==> src/sqlw_pkg.sv <==
// Shared types, codes and helpers for the SQL window function stream.
`default_nettype none
package sqlw_pkg;

    localparam int LAG_DEPTH_DEF = 16;

    localparam int KEY_W  = 64;
    localparam int ARG_W  = 32;
    localparam int CNT_W  = 32;
    localparam int RES_W  = 64;
    localparam int FSEL_W = 4;
    localparam int LOFF_W = 5;
    localparam int CIDX_W = 2;
    localparam int CDAT_W = 5;

    localparam logic [CIDX_W-1:0] CFG_FSEL    = 2'd0;
    localparam logic [CIDX_W-1:0] CFG_LAG_OFF = 2'd1;
    localparam logic [CIDX_W-1:0] CFG_ARG_PRS = 2'd2;

    typedef enum logic [FSEL_W-1:0] {
        F_ROWNUM = 4'd0,
        F_RANK   = 4'd1,
        F_DENSE  = 4'd2,
        F_LAG    = 4'd3,
        F_COUNT  = 4'd4,
        F_SUM    = 4'd5,
        F_AVG    = 4'd6,
        F_MIN    = 4'd7,
        F_MAX    = 4'd8
    } t_func;

    typedef struct packed {
        logic capture;
        logic calc;
        logic div_step;
        logic load_out;
    } t_cmd;

    typedef struct packed {
        logic need_div;
        logic div_done;
    } t_sts;

    function automatic logic [CNT_W-1:0] sat_inc(input logic [CNT_W-1:0] x);
        sat_inc = (x == {CNT_W{1'b1}}) ? x : x + 1'b1;
    endfunction

endpackage
`default_nettype wire

==> src/sql_window_function_stream.sv <==
// Top level of the SQL window function stream: controller plus datapath.
//
//  channel   direction  handshake           payload
//  row in    input      i_valid / o_ready   first_in_partition, order_key(+valid), arg(+valid)
//  result    output     o_valid / i_ready   result_value, result_valid
//  config    input      i_cfg_we            i_cfg_idx, i_cfg_data
//
// Each row passes through capture, compute and deliver; with the average
// selected and a nonzero count, the 64-step serial divider (one quotient bit
// a cycle) runs between compute and deliver. The output register frees the
// input side, so the next row is taken while a result still waits downstream.
// Reset is synchronous, active low, and brings back the register defaults
// with empty running state; the lag memory is not cleared. A stalled consumer
// holds the row in the deliver step until the output register drains.
`default_nettype none
module sql_window_function_stream
    import sqlw_pkg::*;
#(
    parameter int LAG_DEPTH = LAG_DEPTH_DEF
) (
    input  wire                      i_clk,
    input  wire                      i_rst_n,
    input  wire                      i_cfg_we,
    input  wire  [CIDX_W-1:0]        i_cfg_idx,
    input  wire  [CDAT_W-1:0]        i_cfg_data,
    input  wire                      i_valid,
    output logic                     o_ready,
    input  wire                      i_first_in_partition,
    input  wire  signed [KEY_W-1:0]  i_order_key,
    input  wire                      i_order_key_valid,
    input  wire  signed [ARG_W-1:0]  i_arg_value,
    input  wire                      i_arg_valid,
    output logic                     o_valid,
    input  wire                      i_ready,
    output logic signed [RES_W-1:0]  o_result_value,
    output logic                     o_result_valid
);

    t_cmd cmd;
    t_sts sts;

    // Sequence each transaction through its steps.
    sqlw_ctrl u_ctrl (
        .i_clk   (i_clk),
        .i_rst_n (i_rst_n),
        .i_valid (i_valid),
        .o_ready (o_ready),
        .o_valid (o_valid),
        .i_ready (i_ready),
        .i_sts   (sts),
        .o_cmd   (cmd)
    );

    // Hold config and running state, compute and divide.
    sqlw_dp #(
        .LAG_DEPTH (LAG_DEPTH)
    ) u_dp (
        .i_clk      (i_clk),
        .i_rst_n    (i_rst_n),
        .i_cfg_we   (i_cfg_we),
        .i_cfg_idx  (i_cfg_idx),
        .i_cfg_data (i_cfg_data),
        .i_first    (i_first_in_partition),
        .i_key      (i_order_key),
        .i_key_v    (i_order_key_valid),
        .i_arg      (i_arg_value),
        .i_arg_v    (i_arg_valid),
        .i_cmd      (cmd),
        .o_sts      (sts),
        .o_value    (o_result_value),
        .o_value_v  (o_result_valid)
    );

endmodule
`default_nettype wire

==> src/sqlw_ctrl.sv <==
// Sequencer for the window function stream: accept, compute, divide, deliver.
`default_nettype none
module sqlw_ctrl
    import sqlw_pkg::*;
(
    input  wire  i_clk,
    input  wire  i_rst_n,
    input  wire  i_valid,
    output logic o_ready,
    output logic o_valid,
    input  wire  i_ready,
    input  t_sts i_sts,
    output t_cmd o_cmd
);

    typedef enum logic [1:0] {S_IDLE, S_CALC, S_DIV, S_HOLD} t_state;

    t_state r_state, n_state;
    logic   r_out_valid, n_out_valid;
    logic   slot_free;

    assign slot_free = !r_out_valid || i_ready;
    assign o_ready   = (r_state == S_IDLE);
    assign o_valid   = r_out_valid;

    always_comb begin
        o_cmd          = '0;
        n_state        = r_state;
        o_cmd.capture  = (r_state == S_IDLE) && i_valid;
        o_cmd.calc     = (r_state == S_CALC);
        o_cmd.div_step = (r_state == S_DIV);
        o_cmd.load_out = (r_state == S_HOLD) && slot_free;
        case (r_state)
            S_IDLE: if (i_valid) n_state = S_CALC;
            S_CALC: n_state = i_sts.need_div ? S_DIV : S_HOLD;
            S_DIV:  if (i_sts.div_done) n_state = S_HOLD;
            S_HOLD: if (slot_free) n_state = S_IDLE;
            default: n_state = S_IDLE;
        endcase
        if (o_cmd.load_out) begin
            n_out_valid = 1'b1;
        end else if (i_ready) begin
            n_out_valid = 1'b0;
        end else begin
            n_out_valid = r_out_valid;
        end
    end

    always_ff @(posedge i_clk) begin
        if (!i_rst_n) begin
            r_state     <= S_IDLE;
            r_out_valid <= 1'b0;
        end else begin
            r_state     <= n_state;
            r_out_valid <= n_out_valid;
        end
    end

    a_load_free: assert property (@(posedge i_clk) disable iff (!i_rst_n)
        o_cmd.load_out |-> (!r_out_valid || i_ready))
        else $error("result loaded over an untaken result");
    a_accept_calc: assert property (@(posedge i_clk) disable iff (!i_rst_n)
        (i_valid && o_ready) |=> (r_state == S_CALC))
        else $error("accepted transaction not computed next");
    a_div_excl: assert property (@(posedge i_clk) disable iff (!i_rst_n)
        o_cmd.div_step |-> (!o_cmd.calc && !o_cmd.capture && !o_cmd.load_out))
        else $error("divider step overlaps another command");

endmodule
`default_nettype wire

==> src/sqlw_dp.sv <==
// Datapath: config, running state, lag memory, serial divider, result registers.
`default_nettype none
module sqlw_dp
    import sqlw_pkg::*;
#(
    parameter int LAG_DEPTH = LAG_DEPTH_DEF
) (
    input  wire                       i_clk,
    input  wire                       i_rst_n,
    input  wire                       i_cfg_we,
    input  wire  [CIDX_W-1:0]         i_cfg_idx,
    input  wire  [CDAT_W-1:0]         i_cfg_data,
    input  wire                       i_first,
    input  wire  signed [KEY_W-1:0]   i_key,
    input  wire                       i_key_v,
    input  wire  signed [ARG_W-1:0]   i_arg,
    input  wire                       i_arg_v,
    input  t_cmd                      i_cmd,
    output t_sts                      o_sts,
    output logic signed [RES_W-1:0]   o_value,
    output logic                      o_value_v
);

    localparam int PTR_W = (LAG_DEPTH > 1) ? $clog2(LAG_DEPTH) : 1;
    localparam int AW    = PTR_W + 6;
    localparam int DIVC_W = $clog2(RES_W);

    logic [FSEL_W-1:0] r_fsel;
    logic [LOFF_W-1:0] r_lag_off;
    logic              r_arg_prs;

    logic                     r_first, r_key_v, r_arg_v;
    logic signed [KEY_W-1:0]  r_key;
    logic signed [ARG_W-1:0]  r_arg;

    logic [CNT_W-1:0]         r_row_pos, r_rank, r_dense, r_cnt;
    logic signed [KEY_W-1:0]  r_prev_key;
    logic                     r_prev_key_v;
    logic signed [RES_W-1:0]  r_sum;
    logic signed [ARG_W-1:0]  r_min, r_max;

    logic [ARG_W:0]           r_lag_mem [LAG_DEPTH];
    logic [ARG_W:0]           r_lag_rd;
    logic [PTR_W-1:0]         r_wr_ptr;

    logic signed [RES_W-1:0]  r_res;
    logic                     r_res_v;
    logic signed [RES_W-1:0]  r_out;
    logic                     r_out_v;

    logic [CNT_W-1:0]         r_div_d;
    logic [RES_W-1:0]         r_div_q;
    logic [CNT_W-1:0]         r_div_r;
    logic                     r_div_neg;
    logic [DIVC_W-1:0]        r_div_cnt;

    // lag read address
    logic             off_ok;
    logic [AW-1:0]    addr_w;
    logic [PTR_W-1:0] rd_addr;

    always_comb begin
        off_ok = (r_lag_off != '0) && (32'(r_lag_off) <= 32'(LAG_DEPTH));
        addr_w = AW'(r_wr_ptr) + AW'(LAG_DEPTH) - AW'(r_lag_off);
        if (addr_w >= AW'(LAG_DEPTH)) addr_w = addr_w - AW'(LAG_DEPTH);
        rd_addr = off_ok ? addr_w[PTR_W-1:0] : r_wr_ptr;
    end

    // running state update
    logic [CNT_W-1:0]        pos, b_rank, b_dense, b_cnt, n_rank, n_dense, n_cnt;
    logic signed [RES_W-1:0] b_sum, n_sum;
    logic signed [ARG_W-1:0] n_min, n_max;
    logic                    tie, upd;
    logic signed [RES_W:0]   s65;
    logic signed [RES_W-1:0] res_val;
    logic                    res_v;
    logic                    lag_in;

    always_comb begin
        pos     = r_first ? '0 : r_row_pos;
        b_rank  = r_first ? '0 : r_rank;
        b_dense = r_first ? '0 : r_dense;
        b_cnt   = r_first ? '0 : r_cnt;
        b_sum   = r_first ? '0 : r_sum;
        tie     = (pos != '0) && r_key_v && r_prev_key_v && (r_key == r_prev_key);
        n_rank  = tie ? b_rank : sat_inc(pos);
        n_dense = tie ? b_dense : sat_inc(b_dense);
        upd     = r_arg_prs && r_arg_v;
        s65     = {b_sum[RES_W-1], b_sum} + {{(RES_W-ARG_W+1){r_arg[ARG_W-1]}}, r_arg};
        n_sum   = b_sum;
        n_cnt   = b_cnt;
        n_min   = r_first ? '0 : r_min;
        n_max   = r_first ? '0 : r_max;
        if (upd) begin
            if (s65[RES_W] != s65[RES_W-1]) begin
                n_sum = s65[RES_W] ? {1'b1, {(RES_W-1){1'b0}}} : {1'b0, {(RES_W-1){1'b1}}};
            end else begin
                n_sum = s65[RES_W-1:0];
            end
            n_cnt = sat_inc(b_cnt);
            if (b_cnt == '0) begin
                n_min = r_arg;
                n_max = r_arg;
            end else begin
                if (r_arg < n_min) n_min = r_arg;
                if (r_arg > n_max) n_max = r_arg;
            end
        end
        lag_in = (32'(r_lag_off) <= pos) && off_ok;
        res_val = '0;
        res_v   = 1'b0;
        case (r_fsel)
            F_ROWNUM: begin res_val = RES_W'(sat_inc(pos)); res_v = 1'b1; end
            F_RANK:   begin res_val = RES_W'(n_rank);       res_v = 1'b1; end
            F_DENSE:  begin res_val = RES_W'(n_dense);      res_v = 1'b1; end
            F_LAG: begin
                if (r_lag_off == '0) begin
                    res_v   = r_arg_v;
                    res_val = r_arg_v ? RES_W'(r_arg) : '0;
                end else if (lag_in && r_lag_rd[ARG_W]) begin
                    res_v   = 1'b1;
                    res_val = RES_W'(signed'(r_lag_rd[ARG_W-1:0]));
                end
            end
            F_COUNT:  begin res_val = RES_W'(n_cnt); res_v = 1'b1; end
            F_SUM:    if (n_cnt != '0) begin res_val = n_sum; res_v = 1'b1; end
            F_MIN:    if (n_cnt != '0) begin res_val = RES_W'(n_min); res_v = 1'b1; end
            F_MAX:    if (n_cnt != '0) begin res_val = RES_W'(n_max); res_v = 1'b1; end
            default: begin res_val = '0; res_v = 1'b0; end
        endcase
        o_sts.need_div = (r_fsel == F_AVG) && (n_cnt != '0);
        o_sts.div_done = (r_div_cnt == '0);
    end

    // one quotient bit per step
    logic [CNT_W:0]   div_sh;
    logic             div_ge;
    logic [RES_W-1:0] div_qn;

    always_comb begin
        div_sh = {r_div_r, r_div_q[RES_W-1]};
        div_ge = div_sh >= {1'b0, r_div_d};
        div_qn = {r_div_q[RES_W-2:0], div_ge};
    end

    always_ff @(posedge i_clk) begin
        if (!i_rst_n) begin
            r_fsel    <= F_ROWNUM;
            r_lag_off <= LOFF_W'(1);
            r_arg_prs <= 1'b1;
        end else if (i_cfg_we) begin
            case (i_cfg_idx)
                CFG_FSEL:    r_fsel    <= i_cfg_data[FSEL_W-1:0];
                CFG_LAG_OFF: r_lag_off <= i_cfg_data[LOFF_W-1:0];
                CFG_ARG_PRS: r_arg_prs <= i_cfg_data[0];
                default: ;
            endcase
        end
    end

    always_ff @(posedge i_clk) begin
        if (!i_rst_n) begin
            r_row_pos    <= '0;
            r_rank       <= '0;
            r_dense      <= '0;
            r_cnt        <= '0;
            r_sum        <= '0;
            r_min        <= '0;
            r_max        <= '0;
            r_prev_key   <= '0;
            r_prev_key_v <= 1'b0;
            r_wr_ptr     <= '0;
        end else if (i_cmd.calc) begin
            r_row_pos    <= sat_inc(pos);
            r_rank       <= n_rank;
            r_dense      <= n_dense;
            r_cnt        <= n_cnt;
            r_sum        <= n_sum;
            r_min        <= n_min;
            r_max        <= n_max;
            r_prev_key   <= r_key;
            r_prev_key_v <= r_key_v;
            r_wr_ptr     <= (r_wr_ptr == PTR_W'(LAG_DEPTH - 1)) ? '0 : r_wr_ptr + 1'b1;
        end
    end

    // lag memory: read on capture, write on compute
    always_ff @(posedge i_clk) begin
        if (i_cmd.capture) r_lag_rd <= r_lag_mem[rd_addr];
        if (i_cmd.calc)    r_lag_mem[r_wr_ptr] <= {r_arg_v, r_arg};
    end

    always_ff @(posedge i_clk) begin
        if (i_cmd.capture) begin
            r_first <= i_first;
            r_key   <= i_key;
            r_key_v <= i_key_v;
            r_arg   <= i_arg;
            r_arg_v <= i_arg_v;
        end
        if (i_cmd.calc) begin
            r_res     <= res_val;
            r_res_v   <= o_sts.need_div ? 1'b1 : res_v;
            r_div_neg <= n_sum[RES_W-1];
            r_div_q   <= n_sum[RES_W-1] ? RES_W'(-n_sum) : RES_W'(n_sum);
            r_div_r   <= '0;
            r_div_d   <= n_cnt;
            r_div_cnt <= DIVC_W'(RES_W - 1);
        end
        if (i_cmd.div_step) begin
            r_div_q   <= div_qn;
            r_div_r   <= div_ge ? CNT_W'(div_sh - {1'b0, r_div_d}) : div_sh[CNT_W-1:0];
            r_div_cnt <= r_div_cnt - 1'b1;
            if (r_div_cnt == '0) r_res <= r_div_neg ? RES_W'(-div_qn) : RES_W'(div_qn);
        end
        if (i_cmd.load_out) begin
            r_out   <= r_res;
            r_out_v <= r_res_v;
        end
    end

    assign o_value   = r_out_v ? r_out : '0;
    assign o_value_v = r_out_v;

endmodule
`default_nettype wire

==> config.mk <==
export PLATFORM = sky130hd
export DESIGN_NAME = sql_window_function_stream
export DESIGN_NICKNAME = d
export VERILOG_FILES = /design/src/sqlw_pkg.sv /design/src/sql_window_function_stream.sv /design/src/sqlw_ctrl.sv /design/src/sqlw_dp.sv
export SDC_FILE = /design/constraint.sdc
export NUM_CORES = 2
export LEC_CHECK = 0
export ABC_AREA = 1
export BUFFER_PORTS_ARGS = -buffer_cell sky130_fd_sc_hd__buf_2
export CAP_MARGIN = 30
export CORE_MARGIN = 3
export CORE_UTILIZATION = 40
export DETAILED_ROUTE_END_ITERATION = 8
export PLACE_DENSITY = 0.58
export SETUP_SLACK_MARGIN = 0.5
export SYNTH_ARGS = -nofsm -noshare
export SYNTH_HDL_FRONTEND = slang
export SYNTH_HIERARCHICAL = 1
export SYNTH_SLANG_ARGS = --single-unit
==> constraint.sdc <==
create_clock -name i_clk -period 10.85 [get_ports i_clk]
set_input_delay 1.6275 -clock i_clk [delete_from_list [all_inputs] [get_ports i_clk]]
set_output_delay 1.6275 -clock i_clk [all_outputs]
set_load 0.005 [all_outputs]
==> impl_metrics.csv <==
group,metric,value,unit
synthesis,ys.flop_type,"edfxtp_1",
floorplanning,fp-row-count,154,
cts,post_cts_buffers,0,
global_routing,grt_start_max_net_pins,220,
sta,fin_skew,36.48,ps
placement,io_buffers,177,
worst_setup_path,worst-r2r-cell-count,24,
cts,clockRootBuffer,"clkbuf_16",
sta,fin_crit_sh,0.6005,
worst_setup_path,critical_path_arrival,7230,ps
synthesis,async_reset_ff_frac,0,
route,vias,64420,
pwr,comb_power_share,0.445,
global_routing,grt-ovfl-total,0,
global_routing,grt_pass1_vias,59350,
pwr,powerDensity,273.1,mW/mm²
worst_setup_path,critPathTopFamily,"simple AND/OR/NAND/NOR gates",
global_routing,track_usage,0.2700,
synthesis,ys_ff_latch,1263,
synthesis,syn-mean-instance-area,7.800,µm²
floorplanning,core_area,0.1773,mm²
cts,clockBufferDepth,3,
worst_setup_path,path_max_fanout,62,
floorplanning,die_x,429.6,µm
sta,setup_viol,0,
global_routing,antenna_found_initial,8,
synthesis,ys_warn_count,6,
cts,cts_hold_buffers,0,
cts,path_clk_slew,70,ps
placement,place_ws,4412,ps
worst_setup_path,path_cells,"buf_4, buf_4, nor2_1, ha_1, inv_1, nor3_4, nand3_2, nor2_1, inv_2, nor2_2, nand2_2, inv_2, o21ai_0, o21ai_1, buf_4, nor2_1, nand2_1, nor2_1, nand3_4, buf_4, nand3_1, nand3_1, nand2_1, a21oi_1",
floorplanning,die_h,429.6,µm
pwr,p_seq_frac,0.333,
sta,final_max_slew_viol_count,0,
pwr,cell_internal_pwr,12.05,mW
worst_setup_path,startpoint_type,"flop",
min_path,hp-class,"flop to flop",
placement,gp_congestion,0.9944,
synthesis,synth_cell_type_count,69,
final_layout,nets,9527,
cts,worst_skew_pair.late_latency,800,ps
global_routing,grt_pass1_wl,381600,µm
cts,h-tree-depth,4,
pwr,peakVddDrop,198.5,µV
sta,tightestPinTransition,1115,ps
floorplanning,die_area,0.1846,mm²
final_layout,fin_cells,11690,
pwr,p_total,21.82,mW
route,wl_per_cell,22.07,µm
pwr,p_clk_frac,0.223,
status,status,"completed",
synthesis,synth_top_cell_by_area,"edfxtp_1",
pwr,p_leak,33.45,nW
sta,setup_slack,4335,ps
synthesis,synth_edf_count,861,
cts,cts.sinks,1263,
floorplanning,initial_utilization,0.4049,
worst_setup_path,critPathCaptureType,"flop",
final_layout,areaGrowthSynthToFinish,11.30,%
synthesis,yosys.area.top_type_share,0.3602,
floorplanning,num_io_pins,178,
worst_setup_path,worstSetupPathDepth,24,
cts,ctsResizeCount,0,
sta,rsz0062_at_grt,"no",
synthesis,postSynthCellCount,9202,
sta,timing.final.crit_period,6515,ps
synthesis,netlist_top_cells_area,"edfxtp_1 36%, dfxtp_1 11%, nand2_1 9.3%",
worst_setup_path,path_class,"flop to flop",
placement,dp_cells,11420,
sta,fmax,153.5,MHz
pwr,switching_share,0.4479,
worst_setup_path,crit_required,11560,ps
pwr,p_sw,9.774,mW
placement,post-dp-hpwl,177700,µm
sta,slew_headroom,0.2569,
sta,worst_hold_slack,420.9,ps
route,vias_per_cell,5.511,
synthesis,netlist_area,0.07178,mm²
route,drtPass1Iterations,6,
sta,setup_tns,0,ps
synthesis,synth_nets,9500,
route,ant_nets,0,
cts,cts_made_buffers,145,
cts,tritoncts,"yes",
sta,hold_viol,0,
route,drtIter0Drc,6944,
final_layout,drive_above_1_share,0.07640,
flow_run,max-cap-violations,0,
worst_setup_path,crit_slowest_cell,"buf_4",
route,drc,0,
worst_setup_path,cpPeakStageDelay,660,ps
synthesis,ys_seq_area_frac,0.4723,
min_path,min_path_cells,0,
worst_setup_path,crit_buf_inv,7,
route,finalWirelength,258000,µm
[layout by cell type, fill, tap and decap left out, drive strengths merged, types with 60 or more instances in the layout]
cell type,Yosys,routed
a21oi,638,638
buf,95,311
clkbuf,336,186
clkinv,2,60
dfxtp,402,402
edfxtp,861,861
ha,184,184
inv,1275,1283
nand2,1815,1815
nand3,529,529
nand4,126,126
nor2,1208,1208
nor3,116,116
nor4,68,68
o211ai,99,99
o21ai,901,901
o221ai,73,73
o22ai,66,66
xor2,142,142
[path summary, 6_finish.rpt]
path / start / endpoint / slack [ps]
worst min register to register: u_dp/r_res_v / u_dp/o_value_v / 420
worst max register to register: u_dp/r_first / u_dp/r_res[10] / 4330
worst min-delay path: u_dp/r_res_v / u_dp/o_value_v / 420
worst max-delay path: u_dp/r_first / u_dp/r_res[10] / 4330
[flip-flops by register name (all words and copies together) (netlist names), 2 cells and up]
name,cells
u_dp/r_lag_mem,528
u_dp/r_div_q,64
u_dp/r_key,64
u_dp/r_out,64
u_dp/r_prev_key,64
u_dp/r_res,64
u_dp/r_sum,64
u_dp/r_lag_rd,33
u_dp/r_arg,32
u_dp/r_cnt,32
u_dp/r_dense,32
u_dp/r_div_d,32
u_dp/r_div_r,32
u_dp/r_max,32
u_dp/r_min,32
u_dp/r_rank,32
u_dp/r_row_pos,32
u_dp/r_div_cnt,6
u_dp/r_lag_off,5
u_dp/r_fsel,4
u_dp/r_wr_ptr,4
u_ctrl/r_state,2
[layout make-up]
class,instances,area (µm²)
clock buffer,186,3904
tap,2340,2928
inverter,1277,4821
multi-input combinational,6231,31470
clock inverter,78,780.7
antenna,2,5.005
timing repair buffer,311,2074
fill,17820,97390
sequential,1263,33900
[metal layers]
metal,up-vias,global-route usage,routed length [µm]
li1,30780,-,-
met1,30730,0.3950,118200
met2,2523,0.4130,112700
met3,384,0.03861,19260
met4,2,0.08122,7767
met5,-,0,13
[kinds of logic (layout without fill, tap and decap cells)]
kind of cell,count (synthesis),count (layout),synth area share
xor gates and xnor gates,196,196,0.02392
AOI/OAI and AO/OA,1907,1907,0.1464
buffers and inverters,1708,1852,0.09230
adders and majority gates,187,187,0.03291
muxes,4,4,0.0005753
DFF,1263,1263,0.4723
other,0,2,0
and+or+nand+nor,3937,3937,0.2316
[stage by stage]
stage / utilization / instance area, µm²
CTS: 0.4501 / 79800
detailed placement: 0.4237 / 75110
global placement: 0.4229 / 74970
finish: 0.4506 / 79880
floorplan: - / 71780
global route: 0.4506 / 79880
[synthesized netlist by cell type (5+ instances only)]
library cell	number
nor2_2	33
o21a_1	13
nand4_1	126
ha_1	184
nor4_2	5
nor4_1	63
o21ai_0	818
nor2_1	1168
buf_1	37
edfxtp_1	861
o21bai_1	27
nand2_1	1782
dfxtp_1	402
nor3b_1	5
nand2_2	30
buf_4	7
or2_0	5
or2_2	31
a21o_1	6
inv_1	1255
a211oi_1	16
o21ai_1	77
nor3_2	5
xnor2_1	54
nor2_4	7
nand3_2	6
a31oi_1	36
nand3b_1	16
o22ai_1	66
a21oi_1	635
nor3_1	110
a221oi_1	8
buf_6	19
nand3_1	523
and2_1	6
inv_2	20
and3_1	6
buf_2	32
o211ai_1	99
o221ai_1	73
clkbuf_1	333
xor2_1	142
[power by group through the flow]
stage               clock network [mW]  registers [mW]  logic [mW]
CTS                               4.97            7.23        9.55
floorplan                            0            7.12        6.52
finish                            4.86            7.26        9.70
detailed placement                   0            7.32        9.51
global placement                     0            7.30        9.38
global route                      5.16            7.34        10.8
[worst reg2reg max path, delay by kind of cell, from the launching register on]
kind	cells	cell delay (ps)
compound gates	3	750
fa+ha+maj	1	200
buf+inv	7	2210
flops	1	520
simple gates	13	2750
(Power assumes the default switching activity.)
